$ cat src/rtl/core/cpu_utilization_monitor_defines.svh
// Assertion macros for the CPU utilisation monitor.
// Used by the top level only; no other dependencies.
`ifndef CPU_UTILIZATION_MONITOR_DEFINES_SVH
`define CPU_UTILIZATION_MONITOR_DEFINES_SVH
`ifndef SYNTH
`define CUM_ASSERT_NOW(lbl, ante, cons) \
  lbl: assert property (@(posedge clk) disable iff (rst) (ante) |-> (cons)) \
    else $error("cum assertion failed");
`define CUM_ASSERT_NEXT(lbl, ante, cons) \
  lbl: assert property (@(posedge clk) disable iff (rst) (ante) |=> (cons)) \
    else $error("cum assertion failed");
`else
`define CUM_ASSERT_NOW(lbl, ante, cons)
`define CUM_ASSERT_NEXT(lbl, ante, cons)
`endif
`endif

$ cat src/rtl/core/cum_pkg.sv
// Shared types and constants of the CPU utilisation monitor.
// No dependencies.
package cum_pkg;

  localparam int SLOT_W  = 8;
  localparam int FIELD_W = 48;
  localparam int PCT_W   = 15;
  localparam int SUM_W   = 23;
  localparam int CFG_W   = 15;

  localparam logic [SUM_W-1:0] SUM_LIMIT = 23'd6553600;

  // register indexes
  localparam logic REG_CPU_COUNT = 1'b0;
  localparam logic REG_SPARE     = 1'b1;

  // line kinds
  localparam logic REQ_SUMMARY = 1'b0;
  localparam logic REQ_CPU     = 1'b1;

  typedef enum logic [3:0] {
    S_CLEAR,
    S_IDLE,
    S_READ,
    S_CALC,
    S_PCT,
    S_FIN,
    S_SUM,
    S_EDGE1
  } state_t;

  // divider status towards the sequencer
  typedef struct packed {
    logic busy;
    logic done;
  } div_stat_t;

endpackage

$ cat src/rtl/core/cum_div.sv
// Restoring divider, one quotient bit a cycle, shared by edge and percentage.
// Depends on cum_pkg for the status struct.
module cum_div #(
  parameter int W  = 52,
  parameter int CW = 6
) (
  input  logic               clk,
  input  logic               rst,
  input  logic               start,
  input  logic [W-1:0]       rem_init,
  input  logic [W-1:0]       dvd_init,
  input  logic [W-1:0]       divisor,
  input  logic [CW-1:0]      iters,
  output logic [W-1:0]       quot,
  output cum_pkg::div_stat_t stat
);

  logic [W-1:0]  rem;
  logic [W-1:0]  dvd;
  logic [W-1:0]  dsr;
  logic [CW-1:0] cnt;
  logic [W-1:0]  trial;
  logic          fits;

  // shift in the next dividend bit and test the divisor
  always_comb begin
    trial = {rem[W-2:0], dvd[W-1]};
    fits  = (trial >= dsr);
  end

  // control
  always_ff @(posedge clk) begin
    if (rst) begin
      stat <= '0;
      cnt  <= '0;
    end else if (start) begin
      stat.busy <= 1'b1;
      stat.done <= 1'b0;
      cnt       <= iters;
    end else if (stat.busy) begin
      cnt <= cnt - 1'b1;
      if (cnt == CW'(1)) begin
        stat.busy <= 1'b0;
        stat.done <= 1'b1;
      end
    end
  end

  // datapath, quotient bits collect in the low end of dvd
  always_ff @(posedge clk) begin
    if (start) begin
      rem <= rem_init;
      dvd <= dvd_init;
      dsr <= divisor;
    end else if (stat.busy) begin
      rem <= fits ? (trial - dsr) : trial;
      dvd <= {dvd[W-2:0], fits};
    end
  end

  assign quot = dvd;

endmodule

$ cat config.mk
export PLATFORM = sky130hd
export DESIGN_NAME = cum_div
export DESIGN_NICKNAME = d
export VERILOG_FILES = /design/src/rtl/core/cpu_utilization_monitor_defines.svh /design/src/rtl/core/cum_pkg.sv /design/src/rtl/core/cum_div.sv
export SDC_FILE = /design/constraint.sdc
export NUM_CORES = 1
export LEC_CHECK = 0
export CAP_MARGIN = 10
export CORE_MARGIN = 2
export CORE_UTILIZATION = 28
export CTS_CLUSTER_DIAMETER = 60
export DETAILED_ROUTE_END_ITERATION = 6
export DONT_BUFFER_PORTS = 1
export PLACE_DENSITY = 0.5
export REMOVE_ABC_BUFFERS = 1
export SLEW_MARGIN = 20
export SYNTH_ARGS = -nofsm -noshare
export SYNTH_HDL_FRONTEND = slang
export SYNTH_SLANG_ARGS = --single-unit
export TNS_END_PERCENT = 100
$ cat constraint.sdc
create_clock -name clk -period 3.4 [get_ports clk]
set_input_delay 0.68 -clock clk [delete_from_list [all_inputs] [get_ports clk]]
set_output_delay 0.68 -clock clk [all_outputs]
set_load 0.02 [all_outputs]
* Word level (Yosys, flattened, before mapping)
Index checks and enable logic that the tools add are counted.
Widths: inputs -> output; s select.
** Cells by class
- $add $sub $neg :: 2
- Magnitude comparators :: 1
- Equality and inequality tests :: 1
- Multiplexer cells :: 10
- Reductions and logical operators :: 3
** Operators with widths (number)
- $mux 51 :: 3
- $mux 52 :: 2
- $ge 52x52->1 :: 1
- $sub 51x51->51 :: 1
- $mux 6 :: 2
- $eq 6x1->1 const B :: 1
- $mux 2 :: 3
- $sub 6x1->6 const B :: 1
- $reduce_and 2->1 :: 1
- $reduce_bool 2->1 :: 1
- $reduce_or 2->1 :: 1
** Word-level totals
- Bits in registers :: 163
- Input port bits :: 165
- Logic and storage cells :: 23

* Longest topological paths before layout
Gate-level depths: netlist of run 1.
- Word-level depth :: 4
- Gate-level depth with buffers :: 14
- Depth with buffers taken out :: 12

* Worst setup path before layout of run 1
OpenSTA, ideal clock, no wires.
- Path type :: register to register
- From :: register dvd[51] (netlist: quot[51])
- To :: register rem[50] (data pin)
- Library setup time :: 271 ps
- Data arrival time :: 3209 ps
- Data required time :: 3129 ps
- Slack :: -80 ps
- Cell stages (with the launch flop) :: 13
- Path buffers :: 0
- Cell sequence :: edfxtp_1 inv_1 ha_1 fa_1 nand2b_1 a21oi_1 o21ai_1 a2111oi_1 o2111ai_1 a211oi_2 o2111ai_1 a2111oi_0 nor3_1
** On the way
- Longest elaborated chain between the ends :: 4
** Ends and longest elaborated chain
- start, declared :: line cum_div.sv:19 : logic [W-1:0] dvd;
- start signal, assigned :: line cum_div.sv:53 : dvd <= dvd_init;
- start signal, assigned :: line cum_div.sv:57 : dvd <= {dvd[W-2:0], fits};
- $sub 51x51->51 / $ge 52x52->1 (equally long branches) :: line cum_div.sv:56, cum_div.sv:28
- $mux 51 * :: line cum_div.sv:56 : rem <= fits ? (trial - dsr) : trial;
- $mux 51 * :: line cum_div.sv:55 : end else if (stat.busy) begin
- $mux 51 * :: line cum_div.sv:51 : if (start) begin
- end signal, assigned :: line cum_div.sv:52 : rem <= rem_init;
- end signal, assigned :: line cum_div.sv:56
- end, declared :: line cum_div.sv:18 : logic [W-1:0] rem;
Every way passes the cells marked *; elsewhere a longest branch is shown, timed or not. The select of a mux whose other input is x is not followed.
A chain may end at the register's enable or synchronous reset.

* Final worst setup path of run 1
- From :: register rem[11]
- To :: register rem[46] (data pin)
** On the way
- Longest elaborated chain between the ends :: 4
** Ends and longest elaborated chain (line)
- $sub 51x51->51 / $ge 52x52->1 (equally long branches) :: cum_div.sv:56, cum_div.sv:28
- $mux 51 * :: cum_div.sv:56
- $mux 51 * :: cum_div.sv:55
- $mux 51 * :: cum_div.sv:51
Marked as above.

==> results of run 1 <==
==> repair_timing <==
item,CTS,global route
cloned,1,4
pin swaps,9,26
setup buffers,2,12
setup endpoints to repair,43,52
endpoints found under the hold margin,0,0
resized for setup,21,70
==> state kept, by name (all words and copies together) (netlist names) <==
signal / flops
dsr: 52
quot: 52
rem: 51
cnt: 6
stat: 2
==> layout by cell type (no fill, tap or decap), types with 8 or more instances in the layout <==
| cell type | netlist | routed |
|---|---|---|
| nand4_1 | 20 | 20 |
| nand3_1 | 9 | 9 |
| xor2_1 | 15 | 15 |
| o21ai_0 | 33 | 30 |
| a21oi_1 | 77 | 70 |
| inv_1 | 75 | 74 |
| ha_1 | 54 | 46 |
| xnor2_1 | 23 | 23 |
| nor2_1 | 86 | 86 |
| a31oi_1 | 39 | 38 |
| clkbuf_16 | 0 | 19 |
| edfxtp_1 | 155 | 155 |
| buf_6 | 1 | 11 |
| a21o_1 | 21 | 20 |
| nor3_1 | 19 | 15 |
| mux2_2 | 54 | 54 |
| nand2_1 | 118 | 115 |
| dfxtp_1 | 8 | 8 |
| buf_4 | 3 | 89 |
| o21bai_1 | 15 | 15 |
==> stage by stage <==
stage / utilization [%] / cells / power (mW)
2_1_floorplan: - / 948 / 4.56
3_3_place_gp: 31.5 / 1499 / 5.47
3_5_place_dp: 31.5 / 1499 / 5.48
4_1_cts: 33.3 / 1534 / 7.44
5_1_grt: 34.7 / 1551 / 8.20
6_report: 34.7 / 1552 / 7.71
==> cell type report <==
type | count | area share [%]
Timing Repair Buffer | 107 | 7.60
Inverter | 76 | 2.32
Clock buffer | 19 | 3.59
Sequential cell | 163 | 39.1
Antenna cell | 2 | 0.0406
Multi-Input combinational cell | 711 | 41.9
Clock inverter | 13 | 0.792
Tap cell | 461 | 4.68
==> critical path, cell delays in order, from the launching register on <==
cell and delay (ps):
edfxtp_1 430, ha_4 320, nand4_1 210, o221a_1 350, o21ba_4 220, a211oi_2 200
buf_4 160, o211ai_4 90, a221oi_4 330, buf_6 180, nor2_4 60, buf_6 120
buf_4 130, o2bb2ai_1 130, a211oi_2 200
==> final timing paths <==
check             to  startpoint  slack [ps]
max reg2reg  rem[46]     rem[11]          60
min reg2reg  stat[0]     stat[0]         630
min           cnt[0]         rst         290
max          rem[46]     rem[11]          60
==> cells by family (layout without fill, tap and decap cells) <==
kind of cell | count (synthesis) | in the layout
simple gates | 300 | 302
compound gates | 260 | 260
flops | 163 | 163
buf+inv | 129 | 215
mux | 56 | 56
fa+ha+maj | 55 | 55
xor+xnor | 38 | 38
other cells | 0 | 2
==> layer usage <==
layer / share of wire (%) / GRT usage (%) / vias to the layer above
li1: - / - / 3841
met1: 45 / 19.8 / 3752
met2: 46 / 25.3 / 238
met3: 7.4 / 5.65 / 34
met4: 1.2 / 4.07 / 8
met5: 0.20 / 0 / -
==> power by group <==
| group | leakage (nW) | switching [mW] | internal, mW |
|---|---|---|---|
| Sequential | 1.60 | 0.251 | 2.54 |
| Combinational | 2.90 | 1.68 | 1.38 |
| Clock | 0.273 | 0.890 | 0.963 |
==> qor.txt, run 1 <==
Hold Vio Cnt, Final - 0
Hold Path Depth - 1
Fmax - 0.300 GHz
Largest net degree at the start of global routing - 143
Synth top area cells - edfxtp_1 46%, ha_1 6.7%, mux2_2 6.0%
Fin nets - 1296
Skew final - 14.0 ps
Worst-Margin Slew - 653 ps
Synthesis Warnings - 0
Synth async-reset ratio - 0%
Fillers - 3616
PwrDens - 626 mW/mm^2
Total number of vias - 7873
First DRT Iteration DRCs - 433
DRC Markers - 0
Slew HR - 56.2%
RSZ-0062 raised after global routing - true
All-Layer GR Usage - 15.7%
TNS Setup - 0 ps
Final wirelength - 30300 um
Cell count after synthesis - 1001
Cell Rows - 69
Core area - 0.0355 mm^2
Die height - 194 um
CP required - 3680 ps
Register area - 0.00481 mm^2
Slew Limit Fails - 0
Clock Path Buffers - 2
Outcome - finished, final reports clean
Unique masters post-synth - 69
Crit Path Max Fanout - 6
Die area - 0.0376 mm^2
Clk pin slew, worst setup/hold paths - 70 ps
Placer congestion estimate - 0.814
Dominant combinational cell family by area after synthesis - compound AO/OA/AOI/OAI gates
Clock tree sinks - 163
Root Driver - clkbuf_16
Finished Cell Area - 0.0123 mm^2
CTS HTree Levels - 4
Worst-Skew Late Latency - 460 ps
Initial antenna violation count - 8
Top-area cell type share of the netlist area - 46.2%
Vias in the first global route - 8071
Starting Density - 28.4%
DR WL/cell - 19.6 um
Post-Synth XOR/XNOR Area - 3.30%
Cell accounting for the most synthesized area - edfxtp_1
Synth-to-layout area growth - 22.2%
Critical path class - reg2reg
Mux cell area share after synthesis - 6.23%
Post-Place Setup Slack - -239 ps
Post-synthesis adder-cell area fraction - 6.90%
CTS tree - done
Placed cell areas - 0.0112 mm^2
Synth Register Bits - 163
Final setup viols - 0
Min Hold Slack - 289 ps
Main flop type after synthesis - edfxtp_1
Reg2reg path depth - 14
Via density - 5.07
Routed Antenna Nets - 0
HP Class - in2reg
Number of max-cap violations - 0
Tcrit/Tclk final - 98.2%
First-pass DRT Iterations - 5
Crit path launch type - flop
First-pass GRT wire length - 45500 um
PortBufs - 0
Io pins - 219
GRT Residual Overflow - 0
Dpl hpwl - 21700 um
Shortest period the worst path allows - 3340 ps
Simple-gate area share of the yosys netlist - 13.6%
Endpoint class of the critical path - flop
Compound-Gate Fraction of Synth Area - 17.1%
Syn Area/Cell - 10.1 um^2
CP arrival - 3610 ps
Footprint of the multi-input gates - 0.00516 mm^2
Layout cells sized above 1 - 24.2%
Leakage power - 4.77 nW
Cell with the most instances after synthesis - edfxtp_1
Final WS setup - 62.6 ps
Cts hold-fix bufs - 0
VDD IR max - 0.000372 V
Post-synth top cells - 155 x edfxtp_1, 118 x nand2_1, 86 x nor2_1
Post-synthesis sequential area ratio - 47.7%
Die W - 194 um
Post-synth EDFFs - 155
CTS buffer count - 17
Mapped Area - 0.0101 mm^2
(Power assumes the default switching activity.)
==> inputs of run 2 (changes only) <==
--- a/config.mk
+++ b/config.mk
@@ -6,12 +6,14 @@
 export NUM_CORES = 1
 export LEC_CHECK = 0
 export CAP_MARGIN = 10
+export CORE_ASPECT_RATIO = 0.75
 export CORE_MARGIN = 2
 export CORE_UTILIZATION = 28
 export CTS_CLUSTER_DIAMETER = 60
 export DETAILED_ROUTE_END_ITERATION = 6
 export DONT_BUFFER_PORTS = 1
 export PLACE_DENSITY = 0.5
+export RECOVER_POWER = 50
 export REMOVE_ABC_BUFFERS = 1
 export SLEW_MARGIN = 20
 export SYNTH_ARGS = -nofsm -noshare
==> constraint.sdc (replaced) <==
create_clock -name clk -period 3.4 [get_ports clk]
set_input_delay 1.02 -clock clk [delete_from_list [all_inputs] [get_ports clk]]
set_output_delay 1.02 -clock clk [all_outputs]
set_load 0.02 [all_outputs]
==> run 2 against run 1 <==
The flow now finishes with violations (max-capacitance violations, max-slew violations). Wire length is 0.99% higher. Power rose by 3.0%. Clock power rose by 8%. Die area barely moved. Clock-buffer cell count shrank 1. Fmax fell by 1.2%. Via count shrank 0.15%. Register-to-register slack lost 40 ps. Clock skew increased by 4.3 ps. Combinational power increased by 3%. Critical path depth increased by 1. Sequential power barely moved. Critical path type unchanged. Highest routed layer unchanged.
==> qor.txt, run 2 (synthesis gave the netlist of run 1 again) <==
Outcome - complete, but fails checks
Failing checks - max-capacitance violations, max-slew violations
Largest net degree at the start of global routing - 143
Final wirelength - 30600 um
Placer congestion estimate - 0.871
Leakage power - 4.80 nW
Footprint of the multi-input gates - 0.00518 mm^2
Die height - 168 um
DRC Markers - 0
Clock tree sinks - 163
CTS tree - done
Core area - 0.0357 mm^2
Critical path class - reg2reg
Crit Path Max Fanout - 5
Hold Vio Cnt, Final - 0
Crit path launch type - flop
Die area - 0.0376 mm^2
PwrDens - 638 mW/mm^2
Synth-to-layout area growth - 23.4%
VDD IR max - 0.000288 V
Fillers - 3601
First DRT Iteration DRCs - 570
Dpl hpwl - 21800 um
Io pins - 219
Clk pin slew, worst setup/hold paths - 80 ps
Reg-to-Reg Start - dsr[1]
Vias in the first global route - 7769
CTS buffer count - 17
Worst setup path start - dsr[1]
DR WL/cell - 19.7 um
GRT Residual Overflow - 0
Fmax - 0.296 GHz
HP Start - rst
RSZ-0062 raised after global routing - true
Slew HR - -26.8%
PortBufs - 0
Die W - 223 um
Skew final - 18.2 ps
Setup slack, reg-to-reg - 20 ps
CTS HTree Levels - 4
First-pass DRT Iterations - 5
Critical R2R Capture - rem[42]
Shortest period the worst path allows - 3380 ps
Finished Cell Area - 0.0124 mm^2
Most common cell after layout, fill and taps aside - edfxtp_1
Layout cells sized above 1 - 23.4%
Final WS setup - 23.7 ps
Clock Path Buffers - 2
Tcrit/Tclk final - 99.3%
Root Driver - clkbuf_16
Commonest cells after routing, fill and taps aside - 155 x edfxtp_1, 112 x nand2_1, 86 x nor2_1
Post-Place Setup Slack - -392 ps
Capture point of the worst path - rem[42]
Number of max-cap violations - 1
Via density - 5.07
First-pass GRT wire length - 45700 um
Total number of vias - 7861
Worst-Margin Slew - 1900 ps
Initial antenna violation count - 7
CP required - 3610 ps
Worst-Skew Late Latency - 450 ps
Reg2reg path depth - 15
Final setup viols - 0
Register area - 0.00481 mm^2
All-Layer GR Usage - 15.8%
HP Class - in2reg
Slew Limit Fails - 35
Endpoint class of the critical path - flop
Placed cell areas - 0.0112 mm^2
Cell Rows - 60
Routed Antenna Nets - 0
Starting Density - 28.3%
Fin nets - 1292
CP arrival - 3580 ps
==> run 2: cell count changes in the layout (fill, tap and decap cells not counted), sizes merged <==
cell      delta
buf          -6
clkinv       -2
inv          +2
clkbuf       +1
clkinvlp     +1
==> run 2: worst min-delay path by stage <==
stage,end,depth (start not counted)
after floorplan,cnt[0],3
after global placement,cnt[0],3
after detailed placement,cnt[0],3
after CTS,cnt[5],1
after global routing,cnt[5],1
final,cnt[2],1
==> run 2: worst max-delay path, stage by stage (launching register included) <==
cell and delay, ps:
edfxtp_1 440, buf_6 150, fa_2 350, nand2b_4 160, a21oi_4 160, buf_6 120
o211ai_1 150, a211oi_2 330, o211ai_2 160, a221oi_4 360, buf_6 190, nor2_4 100
buf_6 130, buf_4 130, a21oi_2 120, a2bb2oi_1 70
==> run 2: through the flow <==
step	setup TNS (ps)	power (mW)	instances	util, %	hold WS, ps
after CTS	0	7.64	1537	33.5	592
final	0	7.94	1552	34.9	627
after detailed placement	-5720	5.49	1500	31.3	631
after floorplan	-23790	4.56	948	-	582
after global placement	-6960	5.49	1500	31.3	614
after global routing	-2560	8.46	1551	34.9	591
==> run 2: power breakdown <==
part / leakage, nW / total, mW / internal [mW] / switching (mW)
sequential: 1.60 / 2.79 / 2.54 / 0.249
combinational: 2.91 / 3.15 / 1.43 / 1.73
clock: 0.290 / 2.00 / 1.01 / 0.990
total: 4.80 / 7.94 / 4.98 / 2.97
==> run 2: what timing repair did <==
item | 4_1_cts | 5_1_grt
setup endpoints to repair | 50 | 51
endpoints found under the hold margin | 0 | 0
pin swaps | 13 | 42
gates resized for setup | 32 | 59
buffers inserted | 4 | 9
hold buffers | 0 | 0
gates cloned | 1 | 5
==> run 2: area by class of cell <==
class / count / area share (%)
clock inverters: 14 / 1.26
clock buffers: 18 / 3.53
multi-input cells: 711 / 41.6
diodes: 2 / 0.0402
flip-flops and latches: 163 / 38.7
well taps: 465 / 4.67
repair buffers: 103 / 7.88
inverters: 76 / 2.30
==> run 2: metal layers <==
metal	part of all wire (%)	global-route usage [%]
met5	0.18	0
met4	0.99	3.27
met3	6.2	5.29
met2	43	23.1
met1	50	22.7
==> inputs of run 3 (changes only) <==
==> constraint.sdc (replaced) <==
create_clock -name clk -period 3.4 [get_ports clk]
set_input_delay 1.02 -clock clk [delete_from_list [all_inputs] [get_ports clk]]
set_output_delay 1.02 -clock clk [all_outputs]
set_load 0.1 [all_outputs]
==> run 3 against run 2 <==
The run ends with max-capacitance violations, max-slew violations, negative setup slack left. Final cell count increased by 0.32%. Wire length increased by 3.2%. Sequential share of layout area decreased by 1.4 points. Global-route usage about the same. Clock-buffer cell count unchanged. Setup slack got worse by 77 ps. Fmax decreased by 2.2%. Power increased by 10%. Die area unchanged. Register-to-register slack got worse by 80 ps. Non-clock buffer count increased by 5. Utilization increased by 1.3 points. Critical endpoint is now rem[45].
==> qor.txt, run 3 (synthesis gave the netlist of run 1 again) <==
Post-Place Setup Slack - -284 ps
Failing checks - max-capacitance violations, max-slew violations, negative setup slack
Initial antenna violation count - 6
Fmax - 0.290 GHz
Die area - 0.0376 mm^2
Critical path's slowest cell - edfxtp_1
First-pass DRT Iterations - 5
Endpoint class of the critical path - flop
First DRT Iteration DRCs - 499
Min Hold Slack - 630 ps
Core area - 0.0357 mm^2
Worst-Margin Slew - 1540 ps
Leakage power - 4.97 nW
Critical path cell sequence - ha_4, fa_2, nand2b_4, a21oi_4, buf_6, o211ai_1, buf_4, a211oi_2, buf_4, o211ai_4, a221oi_4, buf_6, buf_12, nor2_4, or3b_4, a2bb2oi_2
CP arrival - 3760 ps
Final WS setup - -53.1 ps
Root Driver - clkbuf_16
TNS Setup - -254 ps
Slew Limit Fails - 9
Routed Antenna Nets - 0
Via density - 5.15
CTS HTree Levels - 4
Tcrit/Tclk final - 102%
Cell Rows - 60
Skew final - 19.7 ps
HP Class - in2reg
Most common cell after layout, fill and taps aside - edfxtp_1
Number of max-cap violations - 1
CP required - 3700 ps
Die W - 223 um
VDD IR max - 0.000330 V
Largest delay contributor family on the critical path - compound AO/OA/AOI/OAI gates
Critical Path Max Stage Delay - 430 ps
Synth-to-layout area growth - 28.1%
DR WL/cell - 20.3 um
Fin cells - 1557
PortBufs - 0
Shortest period the worst path allows - 3450 ps
Clock Path Buffers - 2
Io pins - 219
CTS buffer count - 17
Die height - 168 um
Fin nets - 1297
Final setup viols - 12
Fillers - 3575
DRC Markers - 0
Dpl hpwl - 21700 um
Commonest cells after routing, fill and taps aside - 155 x edfxtp_1, 86 x nor2_1, 77 x nand2_1
Layout cells sized above 1 - 29.0%
Slew HR - -2.34%
Clk pin slew, worst setup/hold paths - 80 ps
Outcome - complete, but fails checks
# placed instances - 1492
Buf+Inv Stages, Crit Path - 5
Critical path class - reg2reg
Post-layout util - 36.2%
Crit path launch type - flop
GRT Residual Overflow - 0
Worst-Skew Late Latency - 450 ps
Placer congestion estimate - 0.882
Clock tree sinks - 163
Starting Density - 28.3%
PwrDens - 677 mW/mm^2
CTS tree - done
Final wirelength - 31600 um
All-Layer GR Usage - 15.9%
First-pass GRT wire length - 45500 um
RSZ-0062 raised after global routing - true
Crit Path Max Fanout - 6
Vias in the first global route - 7711
Hold Vio Cnt, Final - 0
Largest net degree at the start of global routing - 143
Total number of vias - 8013
run 3: cell types whose count changed in the layout (fill, tap and decap cells not counted), sizes merged:
cell / delta
buf: +3
clkbuf: +2
run 3: cell type report:
type | instances | area, um^2 | share of cell area [%]
Multi-Input combinational cell | 711 | 5550 | 42.9
Sequential cell | 163 | 4810 | 37.3
Timing Repair Buffer | 108 | 1090 | 8.47
Tap cell | 465 | 582 | 4.50
Clock buffer | 18 | 439 | 3.40
Inverter | 76 | 287 | 2.22
Clock inverter | 14 | 154 | 1.19
Antenna cell | 2 | 5.00 | 0.0387
run 3: path summary, 6_finish.rpt:
check / start / endpoint / slack (ps) / cells after the start
max reg2reg: dsr[0] / rem[45] / -50 / 16
max: dsr[0] / rem[45] / -50 / 16
min reg2reg: cnt[0] / cnt[0] / 640 / 3
min: rst / cnt[4] / 630 / 1
run 3: timing repair:
item	in CTS	in global routing
cloned	1	8
gates resized for setup	33	150
buffers inserted	6	17
hold buffers	0	0
pin swaps	13	73
setup endpoints to repair	51	52
run 3: worst register-to-register path: cells and delay by family (launching register included):
kind,cells,cell delay [ps]
AO/OA/AOI/OAI,6,970
AND/OR/NAND/NOR,3,640
adder cells (fa/ha/maj),2,560
flip-flops,1,430
buffers and inverters,5,710
run 3: per-stage QoR:
step	area (um^2)	total power, mW
4_1_cts	11900	8.03
6_report	12900	8.74
2_1_floorplan	9850	4.97
3_3_place_gp	11100	5.86
5_1_grt	12900	9.21
3_5_place_dp	11100	5.87
run 3: report_power, final:
part / switching, mW / leakage [nW] / internal [mW] / total, mW
Combinational: 1.96 / 3.08 / 1.58 / 3.54
Clock: 0.992 / 0.288 / 1.01 / 2.00
Sequential: 0.660 / 1.60 / 2.54 / 3.20
run 3: layer usage:
layer,vias to the layer above,share of wire [%],GRT usage (%),wire (um)
li1,3853,-,-,-
met1,3900,49,22.6,15500
met2,240,44,23.5,13800
met3,14,6.6,5.08,2080
met4,6,0.61,3.09,193
met5,-,0.13,0,41
